## src/scp_pkg.sv

```systemverilog
// ----------------------------------------------------------------------------
// scp_pkg
// Shared types and constants for the serial set-command parser.
// ----------------------------------------------------------------------------
package scp_pkg;

  localparam int unsigned ByteW    = 8;
  localparam int unsigned CountW   = 5;
  localparam int unsigned AccW     = 16;
  localparam int unsigned ValW     = 11;
  localparam int unsigned NumField = 4;

  localparam int unsigned MaxLenDefault = 25;

  localparam logic [ByteW-1:0]  CharBar   = 8'd124;
  localparam logic [ByteW-1:0]  CharSemi  = 8'd59;
  localparam logic [ByteW-1:0]  CharA     = 8'd97;
  localparam logic [ByteW-1:0]  CharNul   = 8'd0;
  localparam logic [AccW-1:0]   DigitBase = 16'd48;
  localparam logic [AccW-1:0]   ValLimit  = 16'd1024;
  localparam logic [CountW-1:0] FieldSat  = 5'd31;
  localparam logic [CountW-1:0] FieldLast = 5'd4;

  // Parse state of the frame in progress.
  typedef struct packed {
    logic [ByteW-1:0]                 action;
    logic [CountW-1:0]                fcount;
    logic [NumField-1:0][AccW-1:0]    acc;
    logic                             nul;
  } frame_t;

  typedef struct packed {
    logic                             ok;
    logic [NumField-1:0][ValW-1:0]    val;
  } result_t;

endpackage

```

## src/scp_frame.sv

```systemverilog
// ----------------------------------------------------------------------------
// scp_frame
// Frame state registers and the per-byte parse update; flags frame close.
// ----------------------------------------------------------------------------
module scp_frame #(
  parameter int unsigned MaxLen = scp_pkg::MaxLenDefault
) (
  input  logic                       clk_i,
  input  logic                       rst_ni,
  input  logic                       beat_i,
  input  logic [scp_pkg::ByteW-1:0]  byte_i,
  output logic                       close_o,
  output scp_pkg::frame_t            close_state_o
);
  import scp_pkg::*;

  frame_t            st_q, st_d;
  logic [CountW-1:0] cnt_q, cnt_inc;
  logic [CountW-1:0] fc_m1;
  logic [1:0]        idx;
  logic [AccW-1:0]   sel_acc;
  logic              is_bar;

  assign fc_m1   = st_q.fcount - 5'd1;
  assign idx     = fc_m1[1:0];
  assign sel_acc = st_q.acc[idx];

  always_comb begin
    st_d = st_q;
    if (!st_q.nul) begin
      if (byte_i == CharNul) begin
        st_d.nul = 1'b1;
      end else if (byte_i == CharSemi) begin
        if (st_q.fcount != FieldSat) st_d.fcount = st_q.fcount + 5'd1;
      end else if (st_q.fcount == '0) begin
        st_d.action = byte_i;
      end else if (st_q.fcount <= FieldLast) begin
        // acc * 10 plus the sign-extended byte, less the ASCII zero, mod 2^16.
        st_d.acc[idx] = (sel_acc << 3) + (sel_acc << 1)
                      + {{(AccW-ByteW){byte_i[ByteW-1]}}, byte_i} - DigitBase;
      end
    end
  end

  assign is_bar  = (byte_i == CharBar);
  assign cnt_inc = cnt_q + 5'd1;
  assign close_o = is_bar || (cnt_inc >= CountW'(MaxLen));
  // A closing bar is not part of the frame; a full frame includes this byte.
  assign close_state_o = is_bar ? st_q : st_d;

  always_ff @(posedge clk_i or negedge rst_ni) begin
    if (!rst_ni) begin
      st_q  <= '0;
      cnt_q <= '0;
    end else if (beat_i) begin
      if (close_o) begin
        st_q  <= '0;
        cnt_q <= '0;
      end else begin
        st_q  <= st_d;
        cnt_q <= cnt_inc;
      end
    end
  end

endmodule

```

## src/scp_check.sv

```systemverilog
// ----------------------------------------------------------------------------
// scp_check
// Validates a closed frame and forms the result fields.
// ----------------------------------------------------------------------------
module scp_check (
  input  scp_pkg::frame_t  frame_i,
  output scp_pkg::result_t res_o
);
  import scp_pkg::*;

  logic [NumField-1:0] in_range;
  logic                ok;

  always_comb begin
    for (int k = 0; k < NumField; k++) begin
      // Negative as signed 16-bit, or above the limit, fails.
      in_range[k] = !frame_i.acc[k][AccW-1] && (frame_i.acc[k] <= ValLimit);
    end
  end

  assign ok = (frame_i.action == CharA) && (frame_i.fcount == FieldLast) && (&in_range);

  always_comb begin
    res_o.ok = ok;
    for (int k = 0; k < NumField; k++) begin
      res_o.val[k] = ok ? frame_i.acc[k][ValW-1:0] : '0;
    end
  end

endmodule

```

## src/scp_out_reg.sv

```systemverilog
// ----------------------------------------------------------------------------
// scp_out_reg
// Result register with valid/ready handshake toward the consumer.
// ----------------------------------------------------------------------------
module scp_out_reg (
  input  logic             clk_i,
  input  logic             rst_ni,
  input  logic             load_i,
  input  scp_pkg::result_t res_i,
  input  logic             ready_i,
  output logic             valid_o,
  output scp_pkg::result_t res_o
);
  import scp_pkg::*;

  logic    valid_q;
  result_t res_q;

  always_ff @(posedge clk_i or negedge rst_ni) begin
    if (!rst_ni) begin
      valid_q <= 1'b0;
    end else if (load_i) begin
      valid_q <= 1'b1;
    end else if (ready_i) begin
      valid_q <= 1'b0;
    end
  end

  always_ff @(posedge clk_i) begin
    if (load_i) res_q <= res_i;
  end

  assign valid_o = valid_q;
  assign res_o   = res_q;

endmodule

```

## src/serial_set_command_parser.sv

```systemverilog
// ----------------------------------------------------------------------------
// serial_set_command_parser
// Frames serial bytes into "action;type;serial;variable;value" commands.
// ----------------------------------------------------------------------------
// Throughput: one byte beat per cycle; a byte that does not close a frame is
// taken even while a result waits in the output register; a closing byte then
// stalls until it is read; a result shows in the cycle after the closing beat.
// Reset clears the frame state and empties the output register.
module serial_set_command_parser #(
  parameter int unsigned MaxLen = scp_pkg::MaxLenDefault
) (
  input  logic                       clk_i,
  input  logic                       rst_ni,
  input  logic                       rx_valid_i,
  output logic                       rx_ready_o,
  input  logic [scp_pkg::ByteW-1:0]  rx_byte_i,
  output logic                       res_valid_o,
  input  logic                       res_ready_i,
  output logic                       command_valid_o,
  output logic [scp_pkg::ValW-1:0]   module_type_o,
  output logic [scp_pkg::ValW-1:0]   module_serial_o,
  output logic [scp_pkg::ValW-1:0]   variable_index_o,
  output logic [scp_pkg::ValW-1:0]   new_value_o
);
  import scp_pkg::*;

  logic    beat;
  logic    close;
  frame_t  close_state;
  result_t res_c, res_q;

  // Only a closing byte needs the output slot.
  assign rx_ready_o = !close || !res_valid_o || res_ready_i;
  assign beat       = rx_valid_i && rx_ready_o;

  scp_frame #(
    .MaxLen(MaxLen)
  ) u_frame (
    .clk_i        (clk_i),
    .rst_ni       (rst_ni),
    .beat_i       (beat),
    .byte_i       (rx_byte_i),
    .close_o      (close),
    .close_state_o(close_state)
  );

  scp_check u_check (
    .frame_i(close_state),
    .res_o  (res_c)
  );

  scp_out_reg u_out (
    .clk_i  (clk_i),
    .rst_ni (rst_ni),
    .load_i (beat && close),
    .res_i  (res_c),
    .ready_i(res_ready_i),
    .valid_o(res_valid_o),
    .res_o  (res_q)
  );

  assign command_valid_o  = res_q.ok;
  assign module_type_o    = res_q.val[0];
  assign module_serial_o  = res_q.val[1];
  assign variable_index_o = res_q.val[2];
  assign new_value_o      = res_q.val[3];

endmodule

```

## config.mk

```make
export PLATFORM = sky130hd
export DESIGN_NAME = serial_set_command_parser
export DESIGN_NICKNAME = d
export VERILOG_FILES = /design/src/scp_pkg.sv /design/src/scp_frame.sv /design/src/scp_check.sv /design/src/scp_out_reg.sv /design/src/serial_set_command_parser.sv
export SDC_FILE = /design/constraint.sdc
export NUM_CORES = 1
export LEC_CHECK = 0
export BUFFER_PORTS_ARGS = -buffer_cell sky130_fd_sc_hd__buf_2
export CAP_MARGIN = 20
export CELL_PAD_IN_SITES_DETAIL_PLACEMENT = 2
export CELL_PAD_IN_SITES_GLOBAL_PLACEMENT = 2
export CORE_ASPECT_RATIO = 0.7
export CORE_MARGIN = 10
export CORE_UTILIZATION = 25
export CTS_CLUSTER_SIZE = 10
export DETAILED_ROUTE_END_ITERATION = 7
export PLACE_DENSITY_LB_ADDON = 0.25
export RECOVER_POWER = 50
export SETUP_SLACK_MARGIN = 0.5
export SYNTH_ARGS = -nofsm -noshare
export SYNTH_HDL_FRONTEND = slang
export SYNTH_HIERARCHICAL = 1
export SYNTH_SLANG_ARGS = --single-unit
```

## constraint.sdc

```tcl
create_clock -name clk_i -period 7.82 [get_ports clk_i]
set_input_delay 1.564 -clock clk_i [delete_from_list [all_inputs] [get_ports clk_i]]
set_output_delay 1.564 -clock clk_i [all_outputs]
set_load 0.005 [all_outputs]
```

==> results of run 1 <==
## cell families after synthesis
logic type / after synthesis / synth area share
muxes: 77 / 0.1313
adders and majority gates: 47 / 0.08637
and+or+nand+nor: 166 / 0.1207
buffers and inverters: 85 / 0.05926
AOI/OAI and AO/OA: 145 / 0.1467
xor gates and xnor gates: 17 / 0.02065
DFF: 129 / 0.4350
## cell usage in the layout, fill, tap and decap left out, drive strengths merged, types with 4 or more instances in the layout
cell type / instances
o2bb2ai: 4
inv: 50
o41ai: 4
a21oi: 15
edfxtp: 45
o21ai: 35
xnor2: 12
mux2: 61
nand4: 4
nand3: 8
a21o: 4
and3: 45
fa: 13
nor4: 5
clkbuf: 69
or4: 10
xor2: 5
ha: 34
nor3: 7
a22o: 65
nand2: 37
or2: 7
mux4: 15
nor2: 23
dfrtp: 84
clkinv: 6
buf: 24
## repair_timing
item | in CTS | in global routing
endpoints found under the setup margin | 0 | 3
hold buffers | 0 | 0
resized for setup | 0 | 1
## tightest hold or removal path, cell delays in order (launching register included)
cell and delay [ps]:
dfrtp_1 340, nand2_1 50, o21ai_1 60
## registers in the layout, indices dropped and copies added, names as in the netlist
name	count
u_frame/cnt_q	5
u_frame/st_q	78
u_out/res_o	45
u_out/valid_o	1
## stage by stage
step	instances	total power [mW]	worst slack [ps]	hold slack (ps)	instance area, sq um
6_report	1155	1.978	1217	496.3	9099
5_1_grt	1155	2.078	641.9	513.4	9099
4_1_cts	1154	2.017	1073	499.2	9178
3_5_place_dp	1122	1.187	996.8	483.5	8598
3_3_place_gp	1122	1.169	1154	476.1	8598
2_1_floorplan	666	1.054	1203	454.4	7939
## area by class of cell
type,count,area (sq um)
Sequential cell,129,3453
Inverter,48,180.2
Timing Repair Buffer,74,344.1
Fill cell,3419,22120
Clock buffer,19,442.9
Multi-Input combinational cell,452,4016
Tap cell,420,525.5
Clock inverter,13,136.4
## report_power, final
| part | switching (mW) | leakage, nW | internal (mW) |
|---|---|---|---|
| sequential | 0.0357 | 1.57 | 0.754 |
| combinational | 0.247 | 2.20 | 0.128 |
| clock | 0.336 | 0.277 | 0.477 |
## metal layers
metal | routed length (microns) | share of wire | vias to the layer above
li1 | - | - | 2590
met1 | 13140 | 0.50 | 3133
met2 | 12180 | 0.46 | 76
met3 | 948 | 0.036 | 11
met4 | 127 | 0.0048 | 0
met5 | 0 | 0 | -
## cells in the mapped netlist, types with 5 or more instances
cell type and instances:
a22o_1 65, ha_1 34, buf_2 7, and3_2 5
or4_1 8, edfxtp_1 45, mux2_2 5, a21oi_1 14
nor3_1 6, mux2_1 54, fa_1 13, buf_6 11
dfrtp_1 84, nand3_1 8, o21ai_1 25, and3_1 39
nand2_1 36, xnor2_1 11, nor2_1 23, mux4_2 15
clkbuf_1 10, o21ai_0 5, inv_1 48, or2_2 7
## path summary, 6_finish.rpt
check | cells after the start | to
setup reg to reg | 20 | u_out/res_o[43]
hold / removal | 2 | u_frame/st_q[32]
min in group asynchronous | 1 | u_frame/st_q[19]
max in group asynchronous | 2 | u_frame/st_q[41]
setup / recovery | 20 | u_out/res_o[43]
hold reg to reg | 2 | u_frame/st_q[32]
==> results.toml, run 1 <==
[pwr]
irDropWorstVdd_v = 0.0001074
leakage_nw = 4.049
powerDensity_nw_per_um2 = 217.4

[global_routing]
first_global_vias = 6489
groute.usage.overall = 0.1361
met3_usage = 0.03324
grt-ovfl-total = 0
grt_max_degree = 61
antenna_found_initial = 0
met1_usage = 0.1910
grt_busiest_layer = "met2"
grt_pass1_wl_mm = 40.83
use_met2 = 0.2082

[logic_synthesis]
ys_types = 68
synth-edff-count = 45
syn_inst = 666
netlist_area_sq_um = 7939
synth_area_per_cell_sq_um = 11.92
synth-seq-area-share = 0.4350
synth_top_area_frac = 0.2648
syn-num-nets = 725
synthTopCellsByArea = "dfrtp_1 (26%), edfxtp_1 (17%), mux2_1 (7.7%), a22o_1 (7.2%), ha_1 (5.4%)"
synth_async_sr_flop_share = 0.6512
synth_ff_type = "dfrtp_1"
yosysWarnings = 6
ys_seq_elements = 129
synth_top_area_cell = "dfrtp_1"

[cts]
clock_latency_ps = 440
htreeDepth = 4
numCtsBuffers = 17
cts_setup_buffers = 0
path_clk_slew_ps = 60
cts_root_buf = "clkbuf_16"
clk_path_buf_depth = 2
cts.sinks = 129
tritoncts = "done"

[setup_path]
crit_family = "adder cells"
path_buf_inv = 5
rrSetupSlack_ps = 1220
crit_start = "u_frame/st_q[66]"
cp.arrival_ps = 6910
critPathLaunchType = "flip-flop"
critPathCaptureType = "flip-flop"
crit_slowest_cell = "ha_1"
crit_required_ps = 8130
rr_startpoint = "u_frame/st_q[66]"
cpMostUsedCell = "inv_1"
cp_max_fo = 28
critPathKind = "reg -> reg"
crit_chain = "inv_1 > ha_1 > buf_4 > mux4_2 > inv_1 > ha_1 > inv_1 > fa_1 > fa_1 > a211oi_1 > nor2_1 > o21a_1 > nor2_1 > xnor2_1 > mux2_1 > or4_1 > o41ai_1 > and4_2 > buf_4 > and3_2"
slowest_delay_ps = 650

[detailed_routing]
ant_nets = 0
vias = 5810
drcViolationCount = 0
drtIter0Drc = 391
dr.pass1.iters = 4
wirelength_mm = 26.39
wire_per_inst_microns = 22.85
viasPerCell = 5.030

[floorplanning]
dieHeight_microns = 169.1
row_count = 54
core_sq_um = 31210
initial_core_util = 0.2543
die_area_sq_um = 39400
die_w_microns = 233.0
ios = 59

[timing]
hold_violations = 0
fin_crit_sh = 0.8444
setup_viol_count_final = 0
tightest_slew_ps = 3570
max_freq_mhz = 151.4
fin_skew_ps = 10.54
rsz0062_at_grt = "no"
final.setup.tns_ps = 0
slew_headroom = -1.380
slew_viol_final = 134
finalCriticalPeriod_ps = 6603

[cells_and_area]
area_growth_pct = 14.61
drive_gt1_frac = 0.1497
post-route-util = 0.2915
nNetsFinal = 781
num_antenna_cells = 0

[place]
place_congestion = 0.7684
place_hpwl_mm = 19.09
numPortBuffers = 58

[flow_run]
drv_cap = 3

[worst_hold_path]
min_path_type = "reg -> reg"
hp-start = "u_frame/st_q[32]"

[run_status]
outcome = "finished, violations left"
violations = "capacitance limit, slew limit"
Power figures use the tool's default switching activity.
==> run 2, diff against run 1 <==
Clock period 7.82 ns to 6.4 ns, I/O delays scaled along.
==> run 2 against run 1 <==
- the run still ends with capacitance limit, slew limit left
- first-iteration DRC count down 6.6%
- combinational power up 34%
- die area unchanged
- count of clock-buffer cells in the layout is the same
- non-clock buffer count up 12
- worst setup slack got worse by 470 ps
- critical path depth is 1 higher
- sequential share of layout area decreased by 1.3 points
- critical path type unchanged
- largest power group unchanged
==> results.toml, run 2 (same netlist as run 1, synthesis figures left out) <==
[global_routing]
first_global_vias = 6556
grt_max_degree = 66
groute.usage.overall = 0.1386
antenna_found_initial = 0
grt_pass1_wl_mm = 41.55
grt-ovfl-total = 0

[detailed_routing]
wirelength_mm = 27.42
vias = 5883
drtIter0Drc = 365
viasPerCell = 5.041
drcViolationCount = 0
ant_nets = 0
dr.pass1.iters = 4
wire_per_inst_microns = 23.49

[setup_path]
cp.arrival_ps = 5960
cp_max_fo = 23
cpMostUsedCell = "inv_1"
critPathCaptureType = "flip-flop"
critPathLaunchType = "flip-flop"
path_buf_inv = 6
slowest_delay_ps = 520
crit_chain = "inv_1 > ha_2 > buf_6 > mux4_2 > inv_1 > ha_1 > fa_1 > inv_1 > ha_2 > a2111oi_4 > o211ai_2 > and3_4 > a41oi_4 > xnor2_4 > mux2_2 > nor4b_2 > nand4_1 > nor3_4 > buf_12 > buf_12 > and3_1"
crit_required_ps = 6700
critPathKind = "reg -> reg"
crit_family = "adder cells"
crit_slowest_cell = "fa_1"

[cells_and_area]
largest_reg_flops = 78
num_antenna_cells = 0
area_growth_pct = 18.77
nNetsFinal = 793
design_area_sq_um = 9429
drive_gt1_frac = 0.1928
largest-register = "u_frame/st_q"
most-common-layout-cells = "dfrtp_1 (82), a22o_1 (65), mux2_1 (54), clkbuf_1 (49), inv_1 (48)"
post-route-util = 0.3021
layout_commonest_cell = "dfrtp_1"

[floorplanning]
initial_core_util = 0.2543
die_area_sq_um = 39400
dieHeight_microns = 169.1
core_sq_um = 31210
ios = 59
die_w_microns = 233.0
row_count = 54

[cts]
cts_root_buf = "clkbuf_16"
clk_path_buf_depth = 2
tritoncts = "done"
htreeDepth = 4
clock_latency_ps = 440
cts.sinks = 129
path_clk_slew_ps = 60
numCtsBuffers = 17

[timing]
setup_viol_count_final = 0
slew_headroom = -1.197
rsz0062_at_grt = "no"
fin_crit_sh = 0.8840
fin_skew_ps = 8.329
slew_viol_final = 113
finalCriticalPeriod_ps = 5658
tightest_slew_ps = 3295
hold_violations = 0
max_freq_mhz = 176.8
final.setup.tns_ps = 0

[place]
place_hpwl_mm = 19.51
place_congestion = 0.8012
placed_area_sq_um = 8667
numPortBuffers = 58

[run_status]
outcome = "finished, violations left"
violations = "capacitance limit, slew limit"

[worst_hold_path]
min_path_type = "reg -> reg"

[pwr]
finalPower_mw = 2.461
powerDensity_nw_per_um2 = 261.0
leakage_nw = 4.212
irDropWorstVdd_v = 0.0001850

[flow_run]
drv_cap = 2
-- run 2: changes by cell type in the layout (fill, tap and decap cells not counted), moves of 3 or more --
| cell | delta |
|---|---|
| o41ai_2 | +3 |
| xnor2_1 | -3 |
| buf_4 | +6 |
| buf_12 | +3 |
| o41ai_1 | -3 |
-- run 2: worst reg2reg max path: cells and delay by family, from the launching register on --
family,cells,cell delay [ps]
fa+ha+maj,4,1510
buf+inv,6,830
compound gates,3,820
mux,2,640
flops,1,410
simple gates,5,1180
xor+xnor,1,150
-- run 2: final cells by class --
class | instances | area, sq um
Clock buffer | 19 | 442.9
Clock inverter | 13 | 136.4
Fill cell | 3362 | 21790
Inverter | 48 | 180.2
Multi-Input combinational cell | 452 | 4169
Sequential cell | 129 | 3456
Tap cell | 420 | 525.5
Timing Repair Buffer | 86 | 519.2
-- run 2: per-layer routing --
metal  vias up  wire, microns  part of all wire  track usage
met5         -              0                 0            0
met1      3143          13150              0.48       0.1915
met4         0            247            0.0090      0.03407
met3        19           1449             0.053      0.02890
met2       104          12570              0.46       0.2164
li1       2617              -                 -            -
-- run 2: power by group --
group,total [mW],leakage [nW],internal (mW),switching (mW)
logic,0.504,2.37,0.188,0.316
clock network,0.990,0.276,0.583,0.407
registers,0.967,1.57,0.922,0.0458
total,2.46,4.21,1.69,0.768
-- run 2: worst paths after layout --
| path | startpoint | to | slack, ps | depth (start not counted) |
|---|---|---|---|---|
| min in group asynchronous | rst_ni | u_frame/st_q[18] | 1080 | 1 |
| hold / removal | u_frame/st_q[64] | u_frame/st_q[64] | 500 | 1 |
| hold reg to reg | u_frame/st_q[64] | u_frame/st_q[64] | 500 | 1 |
| setup / recovery | u_frame/st_q[65] | u_out/res_o[29] | 740 | 21 |
| setup reg to reg | u_frame/st_q[65] | u_out/res_o[29] | 740 | 21 |
| max in group asynchronous | rst_ni | u_frame/st_q[46] | 1340 | 2 |
-- run 2: through the flow --
stage          hold WS (ps)  instances  setup slack, ps
3_5_place_dp          480.8       1126            146.1
3_3_place_gp          478.4       1125            271.3
6_report              502.0       1167            742.4
4_1_cts               498.9       1158            515.4
5_1_grt               531.6       1167            461.1
2_1_floorplan         454.4        666            536.2
-- run 2: repair_timing --
| action | 4_1_cts | 5_1_grt |
|---|---|---|
| resized for setup | 10 | 20 |
| pin swaps | 1 | 7 |
| setup buffers | 0 | 6 |
| hold buffers | 0 | 0 |
| endpoints found under the setup margin | 45 | 45 |
| gates cloned | 0 | 2 |
